File: config.mk
export PLATFORM = sky130hd
export DESIGN_NAME = packet_rate_token_bucket_unit
export DESIGN_NICKNAME = d
export VERILOG_FILES = /design/src/sv/prtb_pkg.sv /design/src/sv/prtb_sub.sv /design/src/sv/prtb_engine.sv /design/src/sv/packet_rate_token_bucket_unit.sv
export SDC_FILE = /design/constraint.sdc
export NUM_CORES = 2
export LEC_CHECK = 0
export ABC_CLOCK_PERIOD_IN_PS = 16500
export BUFFER_PORTS_ARGS = -buffer_cell sky130_fd_sc_hd__buf_2
export CORE_ASPECT_RATIO = 2
export CORE_UTILIZATION = 65
export DETAILED_ROUTE_END_ITERATION = 10
export PLACE_DENSITY_LB_ADDON = 0.3
export REMOVE_ABC_BUFFERS = 1
export SLEW_MARGIN = 30
export SYNTH_ARGS = -nofsm -noshare
export SYNTH_HDL_FRONTEND = slang
export SYNTH_SLANG_ARGS = --single-unit
File: constraint.sdc
create_clock -name clk -period 16.5 [get_ports clk]
set_input_delay 1.65 -clock clk [delete_from_list [all_inputs] [get_ports clk]]
set_output_delay 1.65 -clock clk [all_outputs]
set_load 0.05 [all_outputs]
File: src/sv/prtb_pkg.sv
// Shared types and constants for the packet rate token bucket unit.
// Used by prtb_sub, prtb_engine and packet_rate_token_bucket_unit; depends on nothing.
`default_nettype none

package prtb_pkg;

  // Field widths
  localparam int RATE_W    = 16;
  localparam int SIZE_W    = 11;
  localparam int CREDIT_W  = 17;
  localparam int ELAPSED_W = 32;
  localparam int ROOM_W    = 7;
  localparam int ERR_W     = 8;
  localparam int COUNT_W   = 32;
  localparam int BYTES_W   = 64;
  localparam int OP_W      = 2;
  localparam int STATUS_W  = 2;
  localparam int CFG_IDX_W = 1;

  // Limits
  localparam logic [RATE_W-1:0] MAX_RATE  = 16'd50000;
  localparam logic [SIZE_W-1:0] MIN_SIZE  = 11'd16;
  localparam logic [SIZE_W-1:0] MAX_SIZE  = 11'd1472;
  localparam int                MAX_SENDS_DEF = 64;

  // Highest credit any running rate can bank: 50000 * 20 / 8 + 1472
  localparam logic [CREDIT_W-1:0] CREDIT_MAX = 17'd126472;

  // Earned credit is rate * elapsed / 8000; the product is 48 bits wide.
  localparam int PROD_W  = RATE_W + ELAPSED_W;
  localparam int DIVISOR = 8000;
  localparam int QBITS   = CREDIT_W;
  // A product at or above this gives at least 2^17 bytes, beyond any ceiling.
  localparam logic [PROD_W-1:0] BIG_PRODUCT = PROD_W'(64'(DIVISOR) << QBITS);

  // Divide by 8000 as a shift by 6 and a divide by 125. Below BIG_PRODUCT the
  // shifted product fits 24 bits, and multiplying by ceil(2^31 / 125) then
  // shifting right by 31 gives the exact quotient over that whole range.
  localparam int                 PRE_SHIFT   = 6;
  localparam int                 X_W         = 24;
  localparam int                 RECIP_W     = 25;
  localparam int                 MUL_W       = X_W + RECIP_W;
  localparam int                 RECIP_SHIFT = 31;
  localparam logic [RECIP_W-1:0] RECIP_125   = 25'd17179870;

  // Width of the shared subtract unit
  localparam int SUB_W = CREDIT_W + 1;

  // Operation codes
  localparam logic [OP_W-1:0] OP_TICK  = 2'd0;
  localparam logic [OP_W-1:0] OP_START = 2'd1;
  localparam logic [OP_W-1:0] OP_STOP  = 2'd2;

  // Status codes
  localparam logic [STATUS_W-1:0] ST_DONE      = 2'd0;
  localparam logic [STATUS_W-1:0] ST_BAD_START = 2'd1;
  localparam logic [STATUS_W-1:0] ST_STOPPED   = 2'd2;

  // Configuration register indexes
  localparam logic [CFG_IDX_W-1:0] REG_RATE = 1'd0;
  localparam logic [CFG_IDX_W-1:0] REG_SIZE = 1'd1;

  typedef struct packed {
    logic [OP_W-1:0]      opcode;
    logic [ELAPSED_W-1:0] delta_us;
    logic                 link_up;
    logic [ROOM_W-1:0]    send_room;
    logic [ERR_W-1:0]     error_code;
  } prtb_item_t;

  typedef struct packed {
    logic [STATUS_W-1:0] status;
    logic [ROOM_W-1:0]   sent_now;
    logic                failed_now;
    logic                is_running;
    logic [CREDIT_W-1:0] credit_left;
    logic [COUNT_W-1:0]  sent_total;
    logic [COUNT_W-1:0]  fail_total;
    logic [COUNT_W-1:0]  down_total;
    logic [BYTES_W-1:0]  bytes_total;
    logic [ERR_W-1:0]    last_error;
  } prtb_result_t;

endpackage

`default_nettype wire

File: src/sv/prtb_sub.sv
// Shared compare and subtract unit of the token bucket engine.
// Depends on prtb_pkg for the operand width.
`default_nettype none

module prtb_sub import prtb_pkg::*; (
  input  wire logic [SUB_W-1:0] a,
  input  wire logic [SUB_W-1:0] b,
  output logic [SUB_W-1:0]      diff,
  output logic                  ge
);

  logic borrow;

  // One subtraction serves both the difference and the a >= b test.
  assign {borrow, diff} = {1'b0, a} - {1'b0, b};
  assign ge = ~borrow;

endmodule

`default_nettype wire

File: src/sv/prtb_engine.sv
// Sequencer and state of the token bucket: start and stop handling, credit earning
// through a reciprocal multiply for the divide by 8000, and the per-packet send loop.
// Depends on prtb_pkg and prtb_sub.
`default_nettype none

module prtb_engine import prtb_pkg::*; #(
  parameter int MAX_SENDS_PER_TICK = MAX_SENDS_DEF
) (
  input  wire logic              clk,
  input  wire logic              rst,
  input  wire logic              in_valid,
  output logic                   in_ready,
  input  wire prtb_item_t        in_item,
  input  wire logic [RATE_W-1:0] cfg_rate,
  input  wire logic [SIZE_W-1:0] cfg_size,
  output logic                   res_valid,
  input  wire logic              res_ready,
  output prtb_result_t           res
);

  localparam int CNT_W = $clog2(MAX_SENDS_PER_TICK + 1);
  localparam logic [CNT_W-1:0] CNT_MAX = CNT_W'(MAX_SENDS_PER_TICK);

  typedef enum logic [2:0] {
    S_IDLE, S_EXEC, S_MULD, S_ADD, S_SEND, S_FIN
  } state_t;

  state_t state;

  // Architectural state
  logic                running;
  logic [RATE_W-1:0]   active_rate;
  logic [SIZE_W-1:0]   active_size;
  logic [CREDIT_W-1:0] credit;
  logic [COUNT_W-1:0]  sent_count;
  logic [COUNT_W-1:0]  fail_count;
  logic [COUNT_W-1:0]  down_count;
  logic [BYTES_W-1:0]  byte_count;
  logic [ERR_W-1:0]    latched_error;

  // Per-item working registers
  prtb_item_t          item;
  logic [STATUS_W-1:0] status;
  logic                failed;
  logic [CNT_W-1:0]    sends;
  logic [PROD_W-1:0]   product;
  logic [CREDIT_W-1:0] ceiling;
  logic [QBITS-1:0]    quo;
  logic [CREDIT_W-1:0] bank;

  // Shared unit operands
  logic [SUB_W-1:0] sub_a;
  logic [SUB_W-1:0] sub_b;
  logic [SUB_W-1:0] sub_diff;
  logic             sub_ge;

  logic [SUB_W-1:0] sum;
  logic [SUB_W-1:0] rate5;
  logic [SUB_W-1:0] ceil_calc;
  logic [MUL_W-1:0] recip_prod;
  logic             bad_start;

  prtb_sub u_sub (
    .a    (sub_a),
    .b    (sub_b),
    .diff (sub_diff),
    .ge   (sub_ge)
  );

  // Credit plus earned bytes, the bank ceiling rate * 20 / 8 + size, and the
  // reciprocal product whose upper bits are the product divided by 8000.
  always_comb begin
    sum        = {1'b0, credit} + {1'b0, quo};
    rate5      = {active_rate, 2'b00} + SUB_W'(active_rate);
    ceil_calc  = {1'b0, rate5[SUB_W-1:1]} + SUB_W'(active_size);
    recip_prod = MUL_W'(product[PRE_SHIFT +: X_W]) * MUL_W'(RECIP_125);
    bad_start = (cfg_rate > MAX_RATE) || (cfg_size < MIN_SIZE) || (cfg_size > MAX_SIZE);
  end

  // Operand selection for the shared unit by sequencer state.
  always_comb begin
    case (state)
      S_ADD: begin
        sub_a = SUB_W'(ceiling);
        sub_b = sum;
      end
      S_SEND: begin
        sub_a = SUB_W'(bank);
        sub_b = SUB_W'(active_size);
      end
      default: begin
        sub_a = '0;
        sub_b = '0;
      end
    endcase
  end

  assign in_ready  = (state == S_IDLE);
  assign res_valid = (state == S_FIN);

  always_comb begin
    res.status      = status;
    res.sent_now    = ROOM_W'(sends);
    res.failed_now  = failed;
    res.is_running  = running;
    res.credit_left = credit;
    res.sent_total  = sent_count;
    res.fail_total  = fail_count;
    res.down_total  = down_count;
    res.bytes_total = byte_count;
    res.last_error  = latched_error;
  end

  // Sequencer with all state and registered results.
  always_ff @(posedge clk) begin
    if (rst) begin
      state         <= S_IDLE;
      running       <= 1'b0;
      active_rate   <= '0;
      active_size   <= MAX_SIZE;
      credit        <= '0;
      sent_count    <= '0;
      fail_count    <= '0;
      down_count    <= '0;
      byte_count    <= '0;
      latched_error <= '0;
      status        <= ST_DONE;
      failed        <= 1'b0;
      sends         <= '0;
    end else begin
      case (state)
        S_IDLE: begin
          if (in_valid) begin
            item   <= in_item;
            status <= ST_DONE;
            failed <= 1'b0;
            sends  <= '0;
            state  <= S_EXEC;
          end
        end

        S_EXEC: begin
          case (item.opcode)
            OP_START: begin
              if (cfg_rate == '0) begin
                running     <= 1'b0;
                active_rate <= '0;
                state       <= S_FIN;
              end else if (bad_start) begin
                status <= ST_BAD_START;
                state  <= S_FIN;
              end else begin
                if (!running) begin
                  sent_count    <= '0;
                  fail_count    <= '0;
                  down_count    <= '0;
                  byte_count    <= '0;
                  latched_error <= '0;
                end
                running     <= 1'b1;
                active_rate <= cfg_rate;
                active_size <= cfg_size;
                credit      <= '0;
                state       <= S_FIN;
              end
            end
            OP_TICK: begin
              if (!running) begin
                status <= ST_STOPPED;
                state  <= S_FIN;
              end else if (!item.link_up) begin
                down_count <= down_count + 1'b1;
                credit     <= '0;
                state      <= S_FIN;
              end else begin
                product <= PROD_W'(active_rate) * PROD_W'(item.delta_us);
                ceiling <= ceil_calc[CREDIT_W-1:0];
                state   <= S_MULD;
              end
            end
            default: begin
              // Stop, and the unused code, which acts as a stop.
              running     <= 1'b0;
              active_rate <= '0;
              state       <= S_FIN;
            end
          endcase
        end

        S_MULD: begin
          if (product >= BIG_PRODUCT) begin
            // Earned credit alone overflows the bank.
            bank  <= ceiling;
            state <= S_SEND;
          end else begin
            quo   <= recip_prod[RECIP_SHIFT +: QBITS];
            state <= S_ADD;
          end
        end

        S_ADD: begin
          bank  <= sub_ge ? sum[CREDIT_W-1:0] : ceiling;
          state <= S_SEND;
        end

        S_SEND: begin
          // One packet attempt per cycle while the bank covers a packet and the per-tick limit is not reached.
          if ((sends < CNT_MAX) && sub_ge) begin
            bank <= sub_diff[CREDIT_W-1:0];
            if (ROOM_W'(sends) >= item.send_room) begin
              fail_count    <= fail_count + 1'b1;
              latched_error <= item.error_code;
              failed        <= 1'b1;
              credit        <= sub_diff[CREDIT_W-1:0];
              state         <= S_FIN;
            end else begin
              sent_count <= sent_count + 1'b1;
              byte_count <= byte_count + BYTES_W'(active_size);
              sends      <= sends + 1'b1;
            end
          end else begin
            credit <= bank;
            state  <= S_FIN;
          end
        end

        S_FIN: begin
          if (res_ready) begin
            state <= S_IDLE;
          end
        end

        default: begin
          state <= S_IDLE;
        end
      endcase
    end
  end

  // The bank never holds more than the largest ceiling.
  a_credit_bound: assert property (@(posedge clk) disable iff (rst)
    credit <= CREDIT_MAX)
    else $error("credit above the largest bank ceiling");

  // A running bucket always holds a rate that passed the start check.
  a_rate_valid: assert property (@(posedge clk) disable iff (rst)
    running |-> (active_rate != '0) && (active_rate <= MAX_RATE))
    else $error("running with an invalid rate");

  // A refused send happens exactly at the attempt after the room is used up.
  a_fail_at_room: assert property (@(posedge clk) disable iff (rst)
    (state == S_FIN) && failed |-> (ROOM_W'(sends) == item.send_room))
    else $error("refused send at the wrong attempt");

  // The attempt counter never passes the per-tick limit.
  a_send_limit: assert property (@(posedge clk) disable iff (rst)
    sends <= CNT_MAX)
    else $error("send count above the per-tick limit");

endmodule

`default_nettype wire

File: src/sv/packet_rate_token_bucket_unit.sv
// Packet rate token bucket unit: stream ports, configuration registers and result register.
// Depends on prtb_pkg and prtb_engine.
//
// Credit pacer for fixed-size packets. A start item latches the configured rate and
// packet size after checking them, a stop item halts pacing, and each tick earns
// rate*elapsed/8000 bytes of credit and spends it on up to MAX_SENDS_PER_TICK packets.
// Items are handled one at a time. Start and stop items, and ticks while stopped or
// with the link down, go from the execute state straight to the result. A tick with
// the link up multiplies rate by elapsed time, divides by 8000 through a reciprocal
// multiply, clamps the credit to the bank ceiling, and then makes its packet attempts,
// at most MAX_SENDS_PER_TICK of them, on the shared subtract unit. A refused attempt
// ends the tick, and a tick whose earned credit already fills the bank skips the clamp
// step.
// The next input transfer is taken while a finished result still waits on the output.
`default_nettype none

module packet_rate_token_bucket_unit import prtb_pkg::*; #(
  parameter int MAX_SENDS_PER_TICK = MAX_SENDS_DEF
) (
  input  wire logic                 clk,
  input  wire logic                 rst,
  // Input stream
  input  wire logic                 s_tvalid,
  output logic                      s_tready,
  input  wire logic [47:0]          s_tdata,   // delta_us, link_up, send_room, error_code
  input  wire logic [OP_W-1:0]      s_tuser,   // opcode
  // Result stream
  output logic                      m_tvalid,
  input  wire logic                 m_tready,
  // sent_now, failed_now, is_running, credit_left, sent_total, fail_total,
  // down_total, bytes_total, last_error, zero fill
  output logic [199:0]              m_tdata,
  output logic [STATUS_W-1:0]       m_tuser,   // status
  // Configuration writes
  input  wire logic                 cfg_we,
  input  wire logic [CFG_IDX_W-1:0] cfg_index,
  input  wire logic [RATE_W-1:0]    cfg_data
);

  logic [RATE_W-1:0] rate_kbps;
  logic [SIZE_W-1:0] packet_bytes;

  prtb_item_t   in_item;
  prtb_result_t res;
  logic         res_valid;
  logic         res_ready;

  // Configuration registers.
  always_ff @(posedge clk) begin
    if (rst) begin
      rate_kbps    <= '0;
      packet_bytes <= MAX_SIZE;
    end else if (cfg_we) begin
      case (cfg_index)
        REG_RATE: rate_kbps    <= cfg_data;
        REG_SIZE: packet_bytes <= cfg_data[SIZE_W-1:0];
        default: ;
      endcase
    end
  end

  // Unpack the input transfer.
  always_comb begin
    in_item.opcode     = s_tuser;
    in_item.delta_us   = s_tdata[31:0];
    in_item.link_up    = s_tdata[32];
    in_item.send_room  = s_tdata[39:33];
    in_item.error_code = s_tdata[47:40];
  end

  prtb_engine #(
    .MAX_SENDS_PER_TICK (MAX_SENDS_PER_TICK)
  ) u_engine (
    .clk       (clk),
    .rst       (rst),
    .in_valid  (s_tvalid),
    .in_ready  (s_tready),
    .in_item   (in_item),
    .cfg_rate  (rate_kbps),
    .cfg_size  (packet_bytes),
    .res_valid (res_valid),
    .res_ready (res_ready),
    .res       (res)
  );

  // Output register: loads when empty or when its result is being taken.
  assign res_ready = ~m_tvalid | m_tready;

  always_ff @(posedge clk) begin
    if (rst) begin
      m_tvalid <= 1'b0;
    end else if (res_ready) begin
      m_tvalid <= res_valid;
    end
  end

  always_ff @(posedge clk) begin
    if (res_ready && res_valid) begin
      m_tuser <= res.status;
      m_tdata <= {6'b0, res.last_error, res.bytes_total, res.down_total,
                  res.fail_total, res.sent_total, res.credit_left, res.is_running,
                  res.failed_now, res.sent_now};
    end
  end

endmodule

`default_nettype wire

==> impl_metrics.ini <==
[routing]
dr.first_iter.drc_count = 2408
viasPerCell = 6.094
num_vias = 38570
ant_nets = 0
routed_wl_mm = 135.6
wire_per_inst_um = 21.43
drc = 0
dr.pass1.iters = 6

[floorplanning]
dieArea_mm2 = 0.08000
rows = 145
start_util_pct = 65.66
die_h_um = 399.0
core_mm2 = 0.07801
num_io_pins = 276
die_w_um = 200.5

[pwr]
powerDensity_mw_per_mm2 = 68.63
ir_worst_vdd_mv = 0.09361
p_int_w = 0.002595
p_switching_w = 0.001204
p_comb_share_pct = 19.9
p_leak_nw = 24.92
pwr-share-clk_pct = 34.9
seqPwrFrac_pct = 45.3
swShare_pct = 31.69

[layout]
final_cells = 6329
layout-drive-gt1-share_pct = 9.122
nFillCells = 5827
area_delta_synth_final_pct = 8.078
nets = 6387
fin_util_pct = 70.96

[yosys]
syn_inst = 5081
synth_edf_count = 345
synthArstFlopShare_pct = 0
synth_top_area_share_pct = 23.37
synth.avg_cell_area_um2 = 10.08
seq_area_frac_synth_pct = 30.15
yosysWarnings = 0
synth_area_leader_cell = fa_1
synth_area_mm2 = 0.05122
synthTopCellsByCount = 819 x inv_1, 599 x nand2_1, 598 x fa_1
synthTopCellsByArea = fa_1 23%, edfxtp_1 20%, ha_1 11%, dfxtp_1 9.9%, inv_1 6.0%
synth_most_common_cell = inv_1
synth_cell_types = 91
synthFlopType = edfxtp_1
ys_seq_elements = 599

[critical_path]
required_ps = 16870
worst_ep_arrival_time_ps = 7730
critical_path_class = register to register
cp-end-kind = register
crit_fanout = 16
start_kind = register

[worst_hold_path]
hp-class = register to register

[placed_design]
gp_congestion = 1.018
hpwl_mm = 104.1
dpl.cell_count = 6225
portBuffers = 269

[global_route]
first_global_vias = 40860
antenna_found_initial = 5
grt_pass1_wl_mm = 214.6
grtUsageTotal_pct = 34.75
grt_max_degree = 92
grt_overflow = 0

[sta]
worst_pin_slew_ps = 997.5
period_needed_ps = 7359
finalMaxSlewViolations = 0
timing.setup.tns_ps = 0
rsz0062_at_grt = no
hold_viol_final = 0
fmax_ghz = 0.1359
finalCritPeriodShare_pct = 44.60
setup_viol = 0
fin_skew_ps = 49.91
max_slew_margin_pct = 33.50
whs_ps = 431.8

[clock_tree]
post_cts_buffers = 0
clockRootBuffer = clkbuf_16
tritoncts = built
cts_resized = 0
cts_buffer_depth = 3
path_clk_slew_ps = 70
insertion_delay_ps = 660
cts_buffers = 53
hold_buffers = 0
cts.sinks = 599
htree_num_levels = 2

[run_status]
status = finished clean

[job]
drv.max_cap_violation_count = 0
## path summary, 6_finish.rpt
kind	slack, ps	cells past startpoint	startpoint	end
min	430	0	u_engine.latched_error[6]	m_tdata[192]
min reg2reg	430	0	u_engine.latched_error[6]	m_tdata[192]
max reg2reg	9140	20	u_engine.item[34]	u_engine.product[46]
max	9140	20	u_engine.item[34]	u_engine.product[46]
## sequential cells by signal, indices dropped and copies added (netlist names), 16 cells and up
name                  cells
m_tdata                 194
u_engine.down_count      32
u_engine.item            50
rate_kbps                16
u_engine.bank            17
u_engine.byte_count      64
u_engine.sent_count      32
u_engine.quo             17
u_engine.ceiling         17
u_engine.credit          17
u_engine.product         48
u_engine.active_rate     16
u_engine.fail_count      32
## per-layer routing
layer  share of wire [%]  track usage (%)
met1                  32            33.85
met2                  53            64.14
met3                 5.4            4.651
met4                 9.8            30.56
met5                   0                0
## critical path, stage by stage, from the launching register on
cell and delay, ps:
edfxtp_1 750, nand2_1 190, fa_1 670, fa_1 470, fa_1 520, inv_1 50
fa_1 480, fa_1 550, inv_1 60, fa_1 610, inv_1 60, ha_1 400
nand2_1 80, o21ai_0 330, a31oi_1 100, or2_2 320, a31oi_1 330, o2111ai_1 220
a211oi_1 540, o221a_2 310, xor2_1 60
## layout by cell type, fill, tap and decap left out, types with 22 or more instances in the layout
cell type    n
or4_1       30
clkbuf_16   54
nor3_1      42
nand2_1    599
or3_1       70
o21ai_0     82
a21oi_1    211
and2_1     226
ha_1       466
buf_2      268
nand4_1     46
edfxtp_1   345
xor2_1      44
nor2b_1     23
inv_1      819
o311ai_0    25
mux2i_1     57
o41ai_1     39
dfxtp_1    254
and3_1      44
nand3_1     76
o211ai_1    39
nor4_1      34
fa_1       598
buf_4       52
a22oi_1     32
a21o_1      68
nor2_1     188
xnor2_1     92
o21a_1      22
## area by class of cell
cell class | instances | area, um^2 | area share (%)
Inverter | 820 | 3078 | 5.560
Multi-Input combinational cell | 3455 | 31920 | 57.67
Sequential cell | 599 | 15440 | 27.90
Clock inverter | 39 | 479.2 | 0.8657
Antenna cell | 5 | 12.51 | 0.02260
Timing Repair Buffer | 322 | 1758 | 3.176
Clock buffer | 60 | 1374 | 2.482
Tap cell | 1029 | 1287 | 2.326
## per-stage QoR
stage / worst slack, ps / power [W] / cell area [um^2]
floorplan: 5355 / 0.002231 / 50350
global placement: 9338 / 0.002469 / 53450
detailed placement: 9284 / 0.002485 / 53480
CTS: 9241 / 0.003794 / 55330
global route: 8824 / 0.003918 / 55350
finish: 9141 / 0.003799 / 55360
## power groups by stage
stage,Clock [W],Sequential [W],Combinational (W)
floorplan,0,0.00184,0.000396
global placement,0,0.00175,0.000719
detailed placement,0,0.00175,0.000734
CTS,0.00134,0.00172,0.000739
global route,0.00139,0.00172,0.000804
finish,0.00132,0.00172,0.000754
## kinds of logic after synthesis
family                   after synthesis  synth area share, %
adder cells (fa/ha/maj)             1064                34.76
XOR/XNOR                             136                2.326
AO/OA/AOI/OAI                        705                9.329
other                                  1             0.007321
flip-flops                           599                30.15
multiplexers                          65                1.290
AND/OR/NAND/NOR                     1479                14.40
buffers and inverters               1032                7.736
(Power assumes the default switching activity.)
